### config.mk
export PLATFORM = sky130hd
export DESIGN_NAME = cnr_fifo
export DESIGN_NICKNAME = d
export VERILOG_FILES = /design/src/hw/rtl/cnr_fifo.sv
export VERILOG_INCLUDE_DIRS = /design/src /design/src/hw/rtl
export SDC_FILE = /design/constraint.sdc
export NUM_CORES = 1
export LEC_CHECK = 0
export BUFFER_PORTS_ARGS = -buffer_cell sky130_fd_sc_hd__buf_2
export CORE_UTILIZATION = 53
export DETAILED_ROUTE_END_ITERATION = 7
export PLACE_DENSITY_LB_ADDON = 0.05
export SYNTH_ARGS = -nofsm -noshare
export SYNTH_HDL_FRONTEND = slang
export SYNTH_SLANG_ARGS = --single-unit
### constraint.sdc
create_clock -name clk_i -period 2.7 [get_ports clk_i]
set_input_delay 0.405 -clock clk_i [delete_from_list [all_inputs] [get_ports clk_i]]
set_output_delay 0.405 -clock clk_i [all_outputs]
set_load 0.02 [all_outputs]
### src/hw/rtl/assert_macros.svh
// assertion macros shared by the rtl modules
// expects clk_i and rst_ni in the scope of use
`ifndef ASSERT_MACROS_SVH
`define ASSERT_MACROS_SVH

// checked only outside reset
`define CNR_ASSERT(lbl, prop, msg) \
  lbl: assert property (@(posedge clk_i) disable iff (!rst_ni) (prop)) else $error(msg);

// checked at every edge, reset included
`define CNR_ASSERT_ALWAYS(lbl, prop, msg) \
  lbl: assert property (@(posedge clk_i) (prop)) else $error(msg);

`endif

### src/hw/rtl/cnr_fifo.sv
// small register queue between front and back
// depends on assert_macros.svh
`timescale 1ns / 1ps
`default_nettype none
`include "assert_macros.svh"
module cnr_fifo #(
  parameter int unsigned Depth = 2,
  parameter int unsigned Width = 8
) (
  input  wire logic             clk_i,
  input  wire logic             rst_ni,
  input  wire logic             push_i,
  input  wire logic [Width-1:0] data_i,
  output logic                  full_o,
  input  wire logic             pop_i,
  output logic [Width-1:0]      data_o,
  output logic                  valid_o
);
  localparam int unsigned PtrW = (Depth > 1) ? $clog2(Depth) : 1;
  localparam int unsigned CntW = $clog2(Depth + 1);

  logic [Width-1:0] mem_q [Depth];
  logic [PtrW-1:0]  wptr_q, wptr_d, rptr_q, rptr_d;
  logic [CntW-1:0]  cnt_q, cnt_d;

  function automatic logic [PtrW-1:0] incr(input logic [PtrW-1:0] p);
    return (p == PtrW'(Depth - 1)) ? '0 : p + PtrW'(1);
  endfunction

  assign full_o  = (cnt_q == CntW'(Depth));
  assign valid_o = (cnt_q != '0);
  assign data_o  = mem_q[rptr_q];

  always_comb begin
    wptr_d = push_i ? incr(wptr_q) : wptr_q;
    rptr_d = pop_i ? incr(rptr_q) : rptr_q;
    cnt_d  = cnt_q + CntW'(push_i) - CntW'(pop_i);
  end

  always_ff @(posedge clk_i or negedge rst_ni) begin
    if (!rst_ni) begin
      wptr_q <= '0;
      rptr_q <= '0;
      cnt_q  <= '0;
    end else begin
      wptr_q <= wptr_d;
      rptr_q <= rptr_d;
      cnt_q  <= cnt_d;
    end
  end

  always_ff @(posedge clk_i) begin
    if (push_i) begin
      mem_q[wptr_q] <= data_i;
    end
  end

  `CNR_ASSERT(a_no_overflow, push_i |-> !full_o, "push into full queue")
  `CNR_ASSERT(a_no_underflow, pop_i |-> valid_o, "pop from empty queue")
  `CNR_ASSERT_ALWAYS(a_cnt_range, cnt_q <= CntW'(Depth), "queue count out of range")
endmodule
`default_nettype wire

==> impl_results.md <==
- Layout cells sized above 1: about half
- Reg2Reg Setup Slack: 1.29 ns
- Final Hold Fails: 0
- Fillers: ~100
- Layer with the highest usage: met2
- FF-to-FF End: cnt_q[1]
- DIE AREA: 1690 sq um
- Die W: between 40 and 50 um
- Core area: 1370 sq um
- Syn nets: 54
- Grt met1 use: a little over an eighth
- Max Buffers Root-to-Sink: 2
- Count of input and output buffers: 21
- HPWL Detailed: 837 um
- Hold depth: 1
- Top-area cell type share of the netlist area: 59.3%
- Floorplan die height: 41.1 um
- Reg-to-reg startpoint: cnt_q[0]
- Avg Synthesized Cell Area: 20.3 sq um
- Initial antenna violation count: 0
- Worst Reg-to-Reg Cells: 5
- Via count: roughly 410
- Clk_lat worst skew: 0.29 ns
- Library cells used by synthesis: 11
- Tmin final: 1.86 ns
- Drt pass-1 iters: 2
- Critical path's largest stage delay: 0.67 ns
- #FFs+latches synth: 20
- Cells after Synth: 40
- Nets: 80
- Reg clk slew, reported paths: 0.10 ns
- Clock Skews: 0.00923 ns
- RSZ-0062 raised after global routing: no
- Fmax achieved: 538 MHz
- Worst slack, placed: approximately 1.1 ns
- Post-synthesis instance area: ~810 sq um
- Max VDD drop: 0.616 mV
- Reg area: between 500 and 600 sq um
- CP startpoint: rptr_q
- LEAKAGE: 0.424 nW
- Setup crit end: data_o[2]
- Ys Warns: 0
- Critical path type: register to output pin
- Required @ worst endpoint: 2.30 ns
- # Max-Cap Violations: 0
- Final Slew Violations: 0
- Number of global-route vias before repair: 387
- FP Rows: 13
- Area leader, netlist: edfxtp_1
- Slew headroom: 54.8%
- Crit path DAT: 1.45 ns
- GR Overflow Total: 0
- Worst Max-Slew Pin Slew: 0.677 ns
- Seq/Total Area, Yosys: a little under three quarters
- Largest net degree at the start of global routing: 12
- Number of diodes: 0
- # DRC: 0
- Crit start category: register
- Sum Neg Setup Slack: 0 ns
- Initial Utilization: 59.3%
- Layout Area Growth over Synthesis: 18.4%
- WL/cell: 12.8 um
- Root buf cell: clkbuf_4
- Ports: 22
- Post-DP Area: around 920 sq um
- Vias/cell: 5.06
- PD cells: about 1000 nW/um^2
- Commonest non-fill, non-tap cell in the layout: buf_2
- Antenna viol nets, final: 0
- Max FO, Critical Path: 9
- H-tree depth: 1
- Final core utilization: around 70%
- Met3 usage: 4.89%
- Final instance area: around 960 sq um
- First-pass GRT wire length: 1.46 mm
- GP Congestion: 0.538
- Total CTS buffers: 3
- Worst hold path type: primary input to register
- CTS Sinks: 20
- Total power: 981 uW
- Outcome: complete, no violations
- Worst setup EP type: output pin
- Footprint of the multi-input gates: 211 sq um
- Slowest cell on the critical path: dfrtp_1
- Initial DRC Count: 5
- Most frequent cells in the layout: buf_2 (21), edfxtp_1 (16), mux2_4 (8), dfrtp_1 (4), clkbuf_4 (3)
- # setup viols final: 0
- CP cell instances: mux2_4 > buf_2
- GRT Total Usage: around 14%
- CTS tree: done
- M2 GR Usage: 28.1%
- Largest cells by area after synthesis: edfxtp_1 (59%), mux2_4 (15%), dfrtp_1 (12%)
- Final worst setup slack: ~0.84 ns
- Final wirelength: 1.03 mm
- Quantity of gates resized following cts: 0
- Period utilization: around 70%
[worst min path at each step]
| stage | startpoint | to | slack, ns |
|---|---|---|---|
| 2_1_floorplan | rst_ni | cnt_q[0] | 0.11 |
| 3_3_place_gp | rst_ni | cnt_q[0] | 0.21 |
| 3_5_place_dp | rst_ni | wptr_q | 0.21 |
| 4_1_cts | data_i[6] | mem_q[0][6] | 0.29 |
| 5_1_grt | data_i[7] | mem_q[0][7] | 0.28 |
| 6_report | data_i[6] | mem_q[0][6] | 0.30 |
[kinds of logic after synthesis]
logic type | share of synthesized area (%)
xor gates and xnor gates | 5.09
and+or+nand+nor | 3.09
buffers and inverters | 2.32
adders and majority gates | 3.09
DFF | 71.6
muxes | 14.8
[synthesized netlist by cell type, drive strengths merged]
library cell and number:
inv 2, xor2 2, nor2b 2, and2 1, mux2 8, xor3 1, edfxtp 16, ha 2
dfrtp 4, buf 1, or2 1
[registers in the layout, indices dropped and copies added (netlist names)]
| register | count |
|---|---|
| rptr_q | 1 |
| cnt_q | 2 |
| mem_q | 16 |
| wptr_q | 1 |
[stage by stage]
stage,std cells,hold slack [ns]
after detailed placement,75,0.211
after CTS,80,0.292
after global placement,75,0.208
after floorplan,40,0.109
after global routing,80,0.282
final,80,0.299
[report_power, final]
group	total [mW]	switching [mW]	leakage [nW]	internal, mW
clock	0.134	0.0771	0.0150	0.0573
combinational	0.361	0.171	0.212	0.190
sequential	0.486	0.0660	0.197	0.420
[layout make-up]
type / instances / area share (%)
Tap cell: 15 / 1.96
Sequential cell: 20 / 60.5
Inverter: 2 / 0.782
Clock buffer: 4 / 2.74
Timing Repair Buffer: 22 / 12.0
Multi-Input combinational cell: 17 / 22.0
[critical path, delay by kind of cell, from the launching register on]
family	cells	cell delay (ns)
buffers and inverters	1	0.16
muxes	1	0.34
DFF	1	0.67
[layer usage]
| metal | up-vias | wire length (um) | part of all wire (%) |
|---|---|---|---|
| met2 | 14 | 600 | 59 |
| met5 | - | 0 | 0 |
| li1 | 197 | - | - |
| met4 | 0 | 0 | 0 |
| met1 | 194 | 379 | 37 |
| met3 | 0 | 45 | 4.4 |
[repair_timing]
item                      CTS  global route
setup buffers               0             0
hold endpoints to repair    4             0
hold buffers                1             0
No activity file was read; power rests on OpenSTA's default activity.
