## src/hw/rtl/assert_macros.svh

```systemverilog
// assertion macros shared by the rtl modules
// expects clk_i and rst_ni in the scope of use
`ifndef ASSERT_MACROS_SVH
`define ASSERT_MACROS_SVH

// checked only outside reset
`define CNR_ASSERT(lbl, prop, msg) \
  lbl: assert property (@(posedge clk_i) disable iff (!rst_ni) (prop)) else $error(msg);

// checked at every edge, reset included
`define CNR_ASSERT_ALWAYS(lbl, prop, msg) \
  lbl: assert property (@(posedge clk_i) (prop)) else $error(msg);

`endif

```

## src/hw/rtl/cnr_pkg.sv

```systemverilog
// types, constants and the curve number table for the runoff core
// no dependencies
`timescale 1ns / 1ps
`default_nettype none
package cnr_pkg;

  localparam int unsigned QueueDepthDef = 2;

  localparam logic [7:0] CloudCode = 8'd16;
  localparam logic [6:0] CnFull    = 7'd100;

  typedef enum logic [1:0] {
    REG_MOISTURE = 2'd0,
    REG_USE_RAIN = 2'd1,
    REG_DESIGN   = 2'd2
  } cfg_reg_e;

  typedef struct packed {
    logic [6:0]  cn;
    logic [26:0] num;
    logic [15:0] rain;
  } cnr_item_t;

  typedef enum logic [3:0] {
    ST_IDLE,
    ST_CNQ,
    ST_S,
    ST_IA,
    ST_Q45,
    ST_MUL,
    ST_RUN,
    ST_SCALE,
    ST_DONE
  } back_state_e;

  localparam logic [6:0] CnTable [0:63] = '{
    7'd0, 7'd66, 7'd63, 7'd63, 7'd58, 7'd38, 7'd38, 7'd38,
    7'd30, 7'd38, 7'd25, 7'd0, 7'd0, 7'd0, 7'd72, 7'd77,
    7'd0, 7'd76, 7'd74, 7'd74, 7'd72, 7'd61, 7'd61, 7'd61,
    7'd58, 7'd61, 7'd55, 7'd0, 7'd0, 7'd0, 7'd79, 7'd86,
    7'd0, 7'd78, 7'd83, 7'd83, 7'd83, 7'd74, 7'd74, 7'd74,
    7'd71, 7'd74, 7'd70, 7'd0, 7'd0, 7'd0, 7'd85, 7'd91,
    7'd0, 7'd87, 7'd85, 7'd85, 7'd85, 7'd80, 7'd80, 7'd80,
    7'd78, 7'd80, 7'd77, 7'd0, 7'd0, 7'd0, 7'd88, 7'd94
  };

  function automatic logic [6:0] table_cn(input logic [7:0] lc, input logic [2:0] hs);
    logic [2:0] hm;
    logic [6:0] t;
    logic [6:0] r;
    hm = hs - 3'd1;
    t  = CnTable[{hm[1:0], lc[3:0]}];
    if (lc == 8'd0 || hs == 3'd0) begin
      r = 7'd0;
    end else if (hs inside {[3'd1:3'd4]} && lc < 8'd16 && t != 7'd0) begin
      r = t;
    end else if (lc inside {[8'd11:8'd13]}) begin
      r = CnFull;
    end else if (hs == 3'd5) begin
      r = CnFull;
    end else begin
      r = 7'd0;
    end
    return r;
  endfunction

endpackage
`default_nettype wire

```

## src/hw/rtl/cnr_front.sv

```systemverilog
// front: cloud substitution, table lookup, moisture blend numerator
// depends on cnr_pkg
`timescale 1ns / 1ps
`default_nettype none
module cnr_front
  import cnr_pkg::*;
(
  input  wire logic        clk_i,
  input  wire logic        rst_ni,
  input  wire logic        valid_i,
  output logic             ready_o,
  input  wire logic [7:0]  land_cover_i,
  input  wire logic [2:0]  soil_group_i,
  input  wire logic [15:0] rain_hundredths_i,
  input  wire logic [4:0]  moisture_i,
  input  wire logic        use_rain_i,
  input  wire logic [15:0] design_rain_i,
  output logic             push_o,
  output cnr_item_t        item_o,
  input  wire logic        full_i
);
  logic        en;
  logic [7:0]  last_lc_q, lc;
  logic        va_q, vb_q, vc_q;
  logic [6:0]  cn_a_q, cn_b_q, cn_c_q;
  logic [13:0] cn2_a_q;
  logic [15:0] rain_a_q, rain_b_q, rain_c_q;
  logic [22:0] x_b_q;
  logic [26:0] num_c_q;
  logic [4:0]  m;
  logic [3:0]  w;
  logic        dry;
  logic [6:0]  cn_tab;
  logic [23:0] x_d;
  logic [26:0] num_d;

  assign en      = !vc_q || !full_i;
  assign ready_o = en;
  assign push_o  = vc_q && en;
  assign item_o  = '{cn: cn_c_q, num: num_c_q, rain: rain_c_q};

  always_comb begin
    lc     = (land_cover_i == CloudCode) ? last_lc_q : land_cover_i;
    cn_tab = table_cn(lc, soil_group_i);
    m      = (moisture_i < 5'd10) ? 5'd10 : ((moisture_i > 5'd30) ? 5'd30 : moisture_i);
    dry    = (m < 5'd20);
    w      = dry ? 4'(5'd20 - m) : 4'(m - 5'd20);
    if (dry) begin
      x_d = 24'd147056 + 24'(cn_a_q) * 24'd10812 + 24'(cn2_a_q) * 24'd504;
    end else begin
      x_d = 24'd454210 + 24'(cn_a_q) * 24'd104595 - 24'(cn2_a_q) * 24'd442;
    end
    num_d = ((27'(4'd10 - w) * 27'(cn_b_q)) << 16) + 27'(w) * 27'(x_b_q);
  end

  always_ff @(posedge clk_i or negedge rst_ni) begin
    if (!rst_ni) begin
      last_lc_q <= '0;
      va_q      <= 1'b0;
      vb_q      <= 1'b0;
      vc_q      <= 1'b0;
    end else if (en) begin
      va_q <= valid_i;
      vb_q <= va_q;
      vc_q <= vb_q;
      if (valid_i && land_cover_i != CloudCode) begin
        last_lc_q <= land_cover_i;
      end
    end
  end

  always_ff @(posedge clk_i) begin
    if (en) begin
      cn_a_q   <= cn_tab;
      cn2_a_q  <= 14'(cn_tab) * 14'(cn_tab);
      rain_a_q <= use_rain_i ? rain_hundredths_i : design_rain_i;
      cn_b_q   <= cn_a_q;
      rain_b_q <= rain_a_q;
      x_b_q    <= x_d[22:0];
      cn_c_q   <= cn_b_q;
      rain_c_q <= rain_b_q;
      num_c_q  <= num_d;
    end
  end
endmodule
`default_nettype wire

```

## config.mk

```make
export PLATFORM = sky130hd
export DESIGN_NAME = cnr_front
export DESIGN_NICKNAME = d
export VERILOG_FILES = /design/src/hw/rtl/assert_macros.svh /design/src/hw/rtl/cnr_pkg.sv /design/src/hw/rtl/cnr_front.sv
export SDC_FILE = /design/constraint.sdc
export NUM_CORES = 1
export LEC_CHECK = 0
export BUFFER_PORTS_ARGS = -buffer_cell sky130_fd_sc_hd__buf_4
export CORE_ASPECT_RATIO = 0.6
export CORE_MARGIN = 3
export CORE_UTILIZATION = 58
export CTS_CLUSTER_DIAMETER = 150
export DETAILED_ROUTE_END_ITERATION = 12
export PLACE_DENSITY = 0.8
export SLEW_MARGIN = 20
export SYNTH_ARGS = -nofsm -noshare
export SYNTH_HDL_FRONTEND = slang
export SYNTH_SLANG_ARGS = --single-unit
```

## constraint.sdc

```tcl
create_clock -name clk_i -period 8.1 [get_ports clk_i]
set_input_delay 0 -clock clk_i [delete_from_list [all_inputs] [get_ports clk_i]]
set_output_delay 0 -clock clk_i [all_outputs]
set_load 0.02 [all_outputs]
```

==> impl_summary.md, run 1 <==
Worst setup path
Data on the critical path arrives at its endpoint at 8040 ps. The type of element launching the critical path is a flop. For the worst setup path, the data required time is 8270 ps. The biggest fanout along the worst timing path is 5.

The start-to-end type of the worst setup path is reg -> reg. The largest single stage delay on the critical path is 590 ps. The slowest cell on the critical path is fa_2. The category of cells accounting for the largest share of critical-path delay is adder cells. The nature of the critical path endpoint is a flop. The number of buffers and inverters on the critical path is 6.

Timing
The post-route clock period utilization is 0.9717. In this run the tightest slew margin relative to its limit is 0.3805. Setup violations remaining at the end of the flow were counted as 0.

The number of endpoints with negative hold slack in the final report was 0. The final number of max-transition violations was 0. The clock arrives with 13.22 ps of skew. The slew at the pin closest to its max-slew limit is 929.2 ps.

The post-route worst hold slack is 176.3 ps. Setup repair after global routing could not meet its margin everywhere. Static timing analysis puts the maximum clock frequency at 127.0 MHz.

The worst path needs 7871 ps of the cycle, external delays included.

Clock network
TritonCTS created 17 clock buffers. TritonCTS built the clock tree. The count of H-tree levels built during CTS is 4. The deepest clock path buffer count is 2. The CTS root buffer is clkbuf_16. The clock transition at the registers of the reported paths is 70 ps. The clock network latency to the later pin of the worst-skew pair is 460 ps. For this design, the sink count on the clock tree is 142.

Synth
The synthesized design contains 131 enable-type register cells. The share of the Yosys chip area taken by registers is 0.2107. Counting flops and latches in the post-synthesis netlist gives 142.

Ranked by total cell area, the synthesized netlist is headed by ha_1 (21%), edfxtp_1 (20%), fa_1 (20%). Counting flops with an async set or reset pin after synthesis yields a share of 0.07746. Of the post-synthesis cell area, the dominant cell type holds 0.2092. After technology mapping, the gate count stands at 2055.

The biggest area consumer among synthesized cells is ha_1. The average size of a mapped cell is 9.721 um^2. The post-synth design cell area is 19980 um^2. For this run, the number of Yosys warnings is 0.

The primary flip-flop cell chosen by synthesis mapping is edfxtp_1. The post-synthesis net count is 2637. The number of unique standard cell types used by synthesis is 97.

GRT
Entering global routing, the biggest net connects 70 pins. The first global-routing pass estimated 76.99 mm of wire. Global routing finished with a remaining overflow of 0. The via count of the first global-routing pass was 15440.

The initial antenna violation count is 0. For this run, the total global-route usage over all layers was measured as 0.2628.

Floorplan
The floorplan step defined a core boundary enclosing 33180 um^2. The floorplan die width is 245.6 um. The die area is 36780 um^2. The I/O pin count is 105. In this run the core area contains 51 standard-cell rows.

Measured along the y axis, the die boundary spans 149.8 um. The initial utilization of the core area, before any placement, comes to 0.6020.

Final layout
The final design utilization is 0.6899. The number of antenna cells inserted is 0. The filler cells instantiated in the layout total 2460. The library cells used most frequently in the layout, excluding fill and tap cells, are inv_1 (408), ha_1 (323), fa_1 (189), buf_4 (165), nand2_1 (141). In the final layout, the share of cells above drive strength 1 is 0.1401. The area growth from synthesis to layout is 14.59%. The number of nets in the layout is 2838.

The library cell used most frequently in the layout, excluding fill and tap cells, is inv_1.

Min path
The type of the worst min-delay path is in -> reg.

Routing
The per-cell routed wire length is 17.45 um. In this run the remaining antenna-violating nets after routing total 0. The total via count after detailed routing is 15180. For this block, the routed nets add up to 47.46 mm of wire. The total iterations of the first detailed-routing run is 7. The number of remaining DRC errors is 0. In the routed layout, each cell is associated on average with a via count of 5.584. The first routing iteration left 996 violations.

Job
The total of max-cap violations is 0.

Placement
The wire-length estimate of the detail-placed layout is 37.52 mm. During placement, the flow inserted port buffers numbering 104. The global placer's final weighted congestion is 0.9206.

Outcome
The flow ran to the end, and the final reports show no timing, DRC or antenna violations.
-- metal layers --
layer,up-vias,track usage,share of wire
met1,7412,0.3768,0.47
met2,473,0.4059,0.44
met3,51,0.06895,0.077
li1,7246,-,-
met4,0,0.04953,0.013
met5,-,0,0
-- registers in the layout, indices dropped and copies added, names as in the netlist --
| register | flops |
|---|---|
| cn2_a_q | 12 |
| cn_a_q | 7 |
| cn_b_q | 7 |
| cn_c_q | 7 |
| last_lc_q | 8 |
| num_c_q | 27 |
| rain_a_q | 16 |
| rain_b_q | 16 |
| rain_c_q | 16 |
| va_q | 1 |
| vb_q | 1 |
| vc_q | 1 |
| x_b_q | 23 |
-- cells in the mapped netlist, types with 7 or more instances --
cell type and instances:
inv_1 409, ha_1 334, fa_1 195, nand2_1 142, edfxtp_1 131, a21oi_1 102, nor2_1 96, xnor2_1 90
o21ai_0 70, and2_1 44, nor3_1 32, xor2_1 28, a21o_1 27, nand3_1 25, nor2b_1 25, o21bai_1 25
mux2_2 24, nand2b_1 23, clkbuf_1 19, or3_1 14, a211oi_1 13, dfrtp_1 11, a21boi_0 10, and3_1 10
o21a_1 10, mux2i_1 8, clkbuf_8 7, or2_2 7
-- what timing repair did --
action | CTS | global route
setup buffers | 5 | 19
pin swaps | 1 | 23
hold buffers | 46 | 0
hold endpoints to repair | 36 | 0
gates resized for setup | 8 | 46
setup endpoints to repair | 1 | 8
-- stage by stage --
stage               setup WS (ps)  TNS, ps  std cells  cell area, um^2
floorplan                   181.7        0       2055            19980
global placement            91.65        0       2617            21420
detailed placement         -209.4   -209.4       2617            21420
CTS                         39.63        0       2700            22530
global route               -125.3   -125.3       2719            22890
finish                      229.0        0       2719            22890
-- logic make-up after synthesis --
group / share of synthesized area
muxes: 0.01754
buffers and inverters: 0.08856
DFF: 0.2107
xor gates and xnor gates: 0.05255
AOI/OAI and AO/OA: 0.1108
and+or+nand+nor: 0.1152
adders and majority gates: 0.4046
-- worst min-delay path: stages --
cell and delay (ps):
buf_4 120, o21ai_1 60, buf_4 200, nor2_1 110
-- path summary, 6_finish.rpt --
path	cells after the start	to	slack [ps]	start
max in group asynchronous	3	last_lc_q[5]	7170	rst_ni
setup reg to reg	33	x_b_q[22]	230	cn2_a_q[4]
setup / recovery	33	x_b_q[22]	230	cn2_a_q[4]
min in group asynchronous	3	last_lc_q[0]	580	rst_ni
hold reg to reg	0	rain_c_q[2]	420	rain_b_q[2]
hold / removal	4	x_b_q[0]	180	moisture_i[2]
-- layout make-up --
| class | instances | area [um^2] | share of cell area |
|---|---|---|---|
| timing repair buffer | 213 | 1722 | 0.07521 |
| multi-input combinational | 1468 | 14230 | 0.6219 |
| inverter | 414 | 1560 | 0.06816 |
| sequential | 142 | 4209 | 0.1839 |
| clock buffer | 17 | 425.4 | 0.01858 |
| tap | 450 | 563.0 | 0.02460 |
| clock inverter | 15 | 176.4 | 0.007707 |
Power of run 1 is left out: the tool's default activity adds up to more than one toggle a clock period on the data nets, which glitch-free logic cannot reach.
==> run 2, diff against run 1 <==
--- a/config.mk
+++ b/config.mk
@@ -5,13 +5,14 @@
 export SDC_FILE = /design/constraint.sdc
 export NUM_CORES = 1
 export LEC_CHECK = 0
+export ABC_AREA = 1
 export BUFFER_PORTS_ARGS = -buffer_cell sky130_fd_sc_hd__buf_4
 export CORE_ASPECT_RATIO = 0.6
 export CORE_MARGIN = 3
-export CORE_UTILIZATION = 58
+export CORE_UTILIZATION = 65
 export CTS_CLUSTER_DIAMETER = 150
 export DETAILED_ROUTE_END_ITERATION = 12
-export PLACE_DENSITY = 0.8
+export PLACE_DENSITY = 0.85
 export SLEW_MARGIN = 20
 export SYNTH_ARGS = -nofsm -noshare
 export SYNTH_HDL_FRONTEND = slang
==> constraint.sdc (replaced) <==
create_clock -name clk_i -period 9.2 [get_ports clk_i]
set_input_delay 0 -clock clk_i [delete_from_list [all_inputs] [get_ports clk_i]]
set_output_delay 0 -clock clk_i [all_outputs]
set_load 0.02 [all_outputs]
==> run 2 against run 1 <==
Utilization is 6.4 points higher; via count rose by 7.7%; worst setup slack improved by 630 ps; die area decreased by 11%; count of clock-buffer cells in the layout did not move; flip-flop and latch count did not move; critical endpoint is now x_b_q[21]; fmax is 5.7% lower; cell count rose by 4.3%; register-to-register slack better by 630 ps.
==> impl_summary.md, run 2 <==
Routing
The number of DRC markers in iteration 0 is 1687 (+69%). The total routed wirelength is 52.67 mm (+11%). The number of vias per cell after detailed routing is 5.763 (+3.2%). The total via count after detailed routing is 16350 (+7.7%).

The number of remaining DRC errors came to 0 (unchanged). The total iterations of the first detailed-routing run is 8 (+1). The per-cell routed wire length came to 18.57 um (+6.4%). The count of nets left with antenna violations after detail routing came to 0 (unchanged).

Worst setup path
The worst setup path is captured at a flop. Among the stages of the critical path, the cell type that occurs most often is nand2_1. The capture point of the critical path is x_b_q[21]. The worst register-to-register path begins at cn2_a_q[8]. The required time of the critical path is 9410 ps (+1140 ps).

The worst setup path startpoint is cn2_a_q[8]. The biggest cell delay along the critical path is 570 ps (-20 ps). The critical path is of the reg -> reg type. The type of element launching the critical path is a flop. The number of cells traversed by the worst register-to-register path is 36 (+9.1%). The worst register-to-register path ends at x_b_q[21]. The largest individual stage delay along the critical path comes from the cell fa_1.

The reg2reg setup slack is 850 ps (+630 ps). The signal arrival time at the worst endpoint is 8550 ps (+510 ps). The biggest fanout along the worst timing path is 6 (+1).

Final layout
Ranked by flip-flop count, first place goes to num_c_q. The number of antenna cells inserted was 0 (unchanged). The number of nets in the layout came to 3005 (+5.9%). The fraction of layout cells with a size suffix above 1 is 0.09031 (-0.04984).

The area growth from synthesis to layout is 11.71%. The number of flip-flops in the largest register is 27 (unchanged). The library cells used most frequently in the layout, excluding fill and tap cells, are inv_1 (506), ha_1 (334), nand2_1 (330), fa_1 (195), nor2_1 (152). In the final layout, the registers with the most flip-flops are num_c_q (27), x_b_q (23). The number of fill cells in the layout came to 2035 (-17%). The library cell used most frequently in the layout, excluding fill and tap cells, is inv_1.

Timing
The minimum clock period was 8346 ps (+474.8 ps). The slew at the pin closest to its max-slew limit came to 840.2 ps (-88.99 ps). The clock skew after layout is 18.17 ps (+4.950 ps).

The final setup TNS is 0 ps (unchanged). The post-route worst hold slack is 222.9 ps (+46.54 ps). The total of endpoints with negative setup slack in the final report came to 0 (unchanged). The final number of max-transition violations is 0 (unchanged). The post-route clock period utilization is 0.9072 (-0.06458). Setup repair after global routing left no endpoint under its margin. The achievable clock frequency was 119.8 MHz (-5.7%).

The number of endpoints with negative hold slack in the final report was 0 (unchanged). The normalized max-slew margin is 0.4392 (+0.05871).

Clock network
The clock transition at the registers of the reported paths is 80 ps (about the same). The count of H-tree levels built during CTS came to 4 (unchanged). The clock network latency to the later pin of the worst-skew pair is 470 ps (about the same). The CTS root buffer is clkbuf_16. The post-cts gate resize count is 0 (-8). The number of clock sinks is 142 (unchanged). TritonCTS built the clock tree. The number of buffers added by the clock tree synthesis step is 17 (unchanged). The deepest clock path buffer count is 2 (unchanged).

Placement
The number of port buffers is 104 (unchanged). The global placer's final weighted congestion came to 1.010 (+9.7%). The final HPWL from detailed placement came to 42.06 mm (+12%).

Job
The total of max-cap violations is 0 (unchanged).

Floorplan
The initial cell density of the core is 0.6750 (+0.07301). The site row count is 48 (-5.9%). The die area is 32760 um^2 (-11%). The floorplan die width is 231.7 um (-5.7%). The die extent in y is 141.4 um (-5.6%). The area of the placeable core is 29430 um^2 (-11%). The I/O pin count is 105 (unchanged).

Synth
The synthesized design spends more area on one cell type than any other, namely ha_1. The post-synthesis async set-or-reset flop share is 0.07746 (unchanged). The top-area cell type share of the netlist area is 0.2104 (+0.001173). In the synthesized netlist the dominant register cell turns out to be edfxtp_1.

The post-synth design cell area was 19870 um^2 (-0.56%). The number of unique standard cell types used by synthesis is 49 (-49%). The most repeated cell in the gate-level netlist after synthesis is inv_1.

The average size of a mapped cell is 8.767 um^2 (-9.8%). By count the netlist is led by inv_1 (506), ha_1 (334), nand2_1 (331). The warning count from the yosys run was 0 (unchanged).

The register bit total from synthesis was 142 (unchanged). The number of enable-type register cells in the synthesized netlist came to 131 (unchanged). The synthesized instance count is 2266 (+10%).

By area the synthesized netlist is led by ha_1 (21%), edfxtp_1 (20%), fa_1 (20%). The portion of the post-synthesis area used by sequential elements is 0.2119 (+0.001181). The post-synthesis net count came to 2848 (+8.0%).

GRT
The maximum number of pins on one net before global-route repair is 87 (+24%). The via count of the first global-routing pass came to 16450 (+6.5%). The initial antenna violation count is 1 (+1).

The aggregate global routing overflow is 0 (unchanged). The wire length of the first global-routing pass is 85.07 mm (+10%). The global router's overall resource usage was 0.3329 (+0.07006).

Outcome
The flow ran to the end, and the final reports show no timing, DRC or antenna violations.

Min path
The min-delay analysis places its worst path in the category in -> reg.
==> run 2: cell types whose count changed in the layout (fill, tap and decap cells not counted), moves of 49 or more <==
cell,previous run,this run
a21oi_1,95,150
inv_1,408,506
nor2_1,96,152
nand3_1,25,74
xnor2_1,87,35
nand2_1,141,330
buf_4,165,115
==> run 2: stage by stage <==
stage / cell area, um^2 / worst slack, ps / utilization / cells
floorplan: 19870 / 1788 / - / 2266
global placement: 21150 / 1217 / 0.7187 / 2761
detailed placement: 21150 / 1045 / 0.7187 / 2761
CTS: 22190 / 980.2 / 0.7540 / 2836
global route: 22190 / 351.7 / 0.7541 / 2836
finish: 22190 / 854.2 / 0.7541 / 2836
==> run 2: how the worst min path moves through the flow <==
stage	from	end	slack, ps	cells past startpoint
final	soil_group_i[2]	cn2_a_q[13]	220	8
after global routing	soil_group_i[0]	cn_a_q[1]	240	4
after CTS	soil_group_i[2]	cn2_a_q[13]	200	8
after detailed placement	rst_ni	last_lc_q[1]	-160	1
after global placement	rst_ni	last_lc_q[1]	-160	1
after floorplan	rst_ni	last_lc_q[0]	-300	0
==> run 2: cells by family (layout without fill, tap and decap cells) <==
| family | count (synthesis) | count (layout) | share of synthesized area |
|---|---|---|---|
| simple gates | 631 | 631 | 0.1372 |
| buf+inv | 538 | 708 | 0.1027 |
| fa+ha+maj | 529 | 529 | 0.4069 |
| compound gates | 297 | 297 | 0.08188 |
| flops | 142 | 142 | 0.2119 |
| xor+xnor | 107 | 107 | 0.04717 |
| mux | 22 | 22 | 0.01235 |
==> run 2: timing repair <==
| item | 4_1_cts | 5_1_grt |
|---|---|---|
| setup endpoints to repair | 0 | 0 |
| endpoints found under the hold margin | 36 | 0 |
| hold buffers | 43 | 0 |
| buffers inserted | 0 | 0 |
==> run 2: routing by layer <==
layer	GRT usage	up-vias	wire length, um
met3	0.1222	69	7112
met1	0.4906	7891	23260
met4	0.06610	0	769
met5	0	-	0
li1	-	7565	-
met2	0.4724	820	21530
==> run 2: area by class of cell <==
class / count / area [um^2] / share of cell area
timing repair buffer: 159 / 1305 / 0.05880
multi-input combinational: 1586 / 13620 / 0.6139
tap: 400 / 500.5 / 0.02255
clock buffer: 17 / 425.4 / 0.01917
sequential: 142 / 4209 / 0.1897
clock inverter: 15 / 182.7 / 0.008231
inverter: 517 / 1946 / 0.08767
==> run 2: worst max-delay path, delay by kind of cell, from the launching register on <==
family,cells,cell delay [ps]
AO/OA/AOI/OAI,5,710
buffers and inverters,7,440
AND/OR/NAND/NOR,13,1520
adder cells (fa/ha/maj),10,4700
XOR/XNOR,1,170
flip-flops,1,560
Power of run 2 is left out for the same reason.
==> run 3, diff against run 2 <==
==> constraint.sdc (replaced) <==
create_clock -name clk_i -period 10.4 [get_ports clk_i]
set_input_delay 0 -clock clk_i [delete_from_list [all_inputs] [get_ports clk_i]]
set_output_delay 0 -clock clk_i [all_outputs]
set_load 0.02 [all_outputs]
==> run 3 against run 2 <==
Cell count unchanged; critical endpoint unchanged; wire length up 0.17%; global-route usage up 0.20 points; register-to-register slack better by 1100 ps; utilization about the same.
==> impl_summary.md, run 3 (synthesized netlist as in run 2, its figures left out) <==
Outcome
The flow ran to the end, and the final reports show no timing, DRC or antenna violations.

Worst setup path
The start-to-end type of the worst setup path is reg -> reg. The biggest fanout along the worst timing path was 6 (unchanged). The category of cells accounting for the largest share of critical-path delay is adder cells. The total number of cells along the worst setup path is 34 (-5.6%). The worst register-to-register path begins at cn2_a_q[7]. The biggest cell delay along the critical path was 770 ps (+200 ps). The worst register-to-register path ends at x_b_q[21]. The signal arrival time at the worst endpoint is 8660 ps (+110 ps). STA classifies the critical path startpoint as a flop. The number of cells traversed by the worst register-to-register path is 34 (-5.6%). The reg2reg setup slack is 1940 ps (+1090 ps). The required time of the critical path is 10600 ps (+1190 ps). The nature of the critical path endpoint is a flop. Tracing the worst setup path back leads to its startpoint at cn2_a_q[7]. The capture point of the critical path is x_b_q[21]. The buffer and inverter count on the worst path is 5 (-2).

The largest individual stage delay along the critical path comes from the cell fa_1.

Timing
The clock skew after layout was 15.66 ps (-2.509 ps). The smallest setup slack after layout is 1941 ps (+1086 ps). The total of endpoints with negative setup slack in the final report came to 0 (unchanged). The number of endpoints with negative hold slack in the final report is 0 (unchanged). Setup repair after global routing left no endpoint under its margin. The minimum clock period is 8459 ps (+113.5 ps).

The final setup TNS is 0 ps (unchanged). The normalized max-slew margin is 0.3676 (-0.07165). The slew at the pin closest to its max-slew limit is 938.7 ps (+98.48 ps). The post-route clock period utilization is 0.8134 (-0.09376). The achievable clock frequency is 118.2 MHz (-1.3%). The final number of max-transition violations was 0 (unchanged).

Floorplan
The site row count came to 48 (unchanged). The die extent in y was 141.4 um (unchanged). The I/O pin count is 105 (unchanged). The floorplan die width is 231.7 um (unchanged). The die area is 32760 um^2 (unchanged). The initial cell density of the core is 0.6750 (unchanged). The area of the placeable core was 29430 um^2 (unchanged).

Placement
The final HPWL from detailed placement is 41.85 mm (-0.50%). The worst setup timing slack at the placement stage is 2067 ps (+1022 ps). The global placer's final weighted congestion came to 0.9779 (-3.2%).

The post-place instance area is 21140 um^2 (about the same). The number of cells in the design after placement was 2760 (-0.036%). The number of port buffers is 104 (unchanged).

Clock network
The CTS root buffer is clkbuf_16. The total of hold buffers inserted after clock tree synthesis is 43 (unchanged). The clock transition at the registers of the reported paths was 80 ps (about the same). The number of clock sinks is 142 (unchanged).

The number of buffers added by the clock tree synthesis step came to 17 (unchanged). The CTS tree is done. The count of H-tree levels built during CTS is 4 (unchanged). The deepest clock path buffer count is 2 (unchanged).

The post-cts gate resize count was 0 (unchanged). The number of buffers inserted by post-CTS setup repair was 0 (unchanged). The clock network latency to the later pin of the worst-skew pair was 460 ps (about the same).

Routing
The number of remaining DRC errors is 0 (unchanged). The count of nets left with antenna violations after detail routing is 0 (unchanged). The total routed wirelength is 52.76 mm (+0.17%). The total iterations of the first detailed-routing run was 6 (-2). The number of DRC markers in iteration 0 is 1751 (+3.8%). The number of vias per cell after detailed routing was 5.747 (-0.28%). The per-cell routed wire length came to 18.60 um (+0.17%).

The total via count after detailed routing is 16300 (-0.28%).

Final layout
The number of nets in the layout was 3004 (-0.033%). The largest registers in the layout are num_c_q (27), x_b_q (23). The most common library cell in the layout ignoring fill and taps is inv_1. The fraction of layout cells with a size suffix above 1 is 0.08994 (-0.0003736). num_c_q holds more flip-flops than any other register. The number of non-filler instances in the completed layout is 2836 (unchanged). The area growth from synthesis to layout was 11.73% (about the same).

The top cell types in the final layout, fill and taps aside, are inv_1 (506), ha_1 (334), nand2_1 (330), fa_1 (195), nor2_1 (152). The number of flip-flops in the largest register was 27 (unchanged). The area of all placed cells without fillers is 22200 um^2 (about the same).

GRT
The via count of the first global-routing pass is 16390 (-0.35%). The wire length of the first global-routing pass is 85.06 mm (about the same). The maximum number of pins on one net before global-route repair is 86 (-1.1%).

The aggregate global routing overflow is 0 (unchanged). The global router's overall resource usage is 0.3348 (+0.001950). The initial antenna violation count is 0 (-1).

Min path
The number of instances on the worst hold path is 5 (-3). The type of the worst min-delay path is in -> reg.

Job
The total of max-cap violations is 0 (unchanged).
==> run 3: cell count changes in the layout (fill, tap and decap cells not counted), sizes merged <==
cell	previous run	this run
clkinvlp	1	0
diode	0	1
buf	116	115
clkinv	6	10
inv	525	522
==> run 3: worst min-delay path by stage <==
stage	from	end
CTS	moisture_i[4]	x_b_q[22]
global route	moisture_i[3]	x_b_q[22]
floorplan	rst_ni	last_lc_q[0]
detailed placement	rst_ni	last_lc_q[0]
finish	moisture_i[4]	x_b_q[22]
global placement	rst_ni	last_lc_q[0]
==> run 3: final cells by class <==
class / instances / area [um^2]
multi-input combinational: 1586 / 13620
fill: 2102 / 7232
sequential: 142 / 4209
inverter: 517 / 1946
timing repair buffer: 158 / 1297
tap: 400 / 500.5
clock buffer: 17 / 425.4
clock inverter: 15 / 191.4
antenna: 1 / 2.502
==> run 3: per-stage QoR <==
| step | utilization | hold WS (ps) |
|---|---|---|
| detailed placement | 0.7185 | -159.4 |
| global placement | 0.7185 | -158.3 |
| CTS | 0.7540 | 171.1 |
| finish | 0.7543 | 206.0 |
| global route | 0.7542 | 248.4 |
| floorplan | - | -295.6 |
==> run 3: worst register-to-register path: cells and delay by family, from the launching register on <==
kind / cells / cell delay (ps)
DFF: 1 / 570
buffers and inverters: 5 / 260
xor gates and xnor gates: 1 / 150
and+or+nand+nor: 12 / 1530
AOI/OAI and AO/OA: 6 / 910
adders and majority gates: 10 / 4790
==> run 3: routing by layer <==
layer	global-route usage	up-vias	routed length [um]
li1	-	7577	-
met1	0.4952	7801	23710
met2	0.4584	829	21220
met3	0.1322	90	6799
met4	0.07750	2	934
met5	0.02381	-	102
Power of run 3 is left out for the same reason.
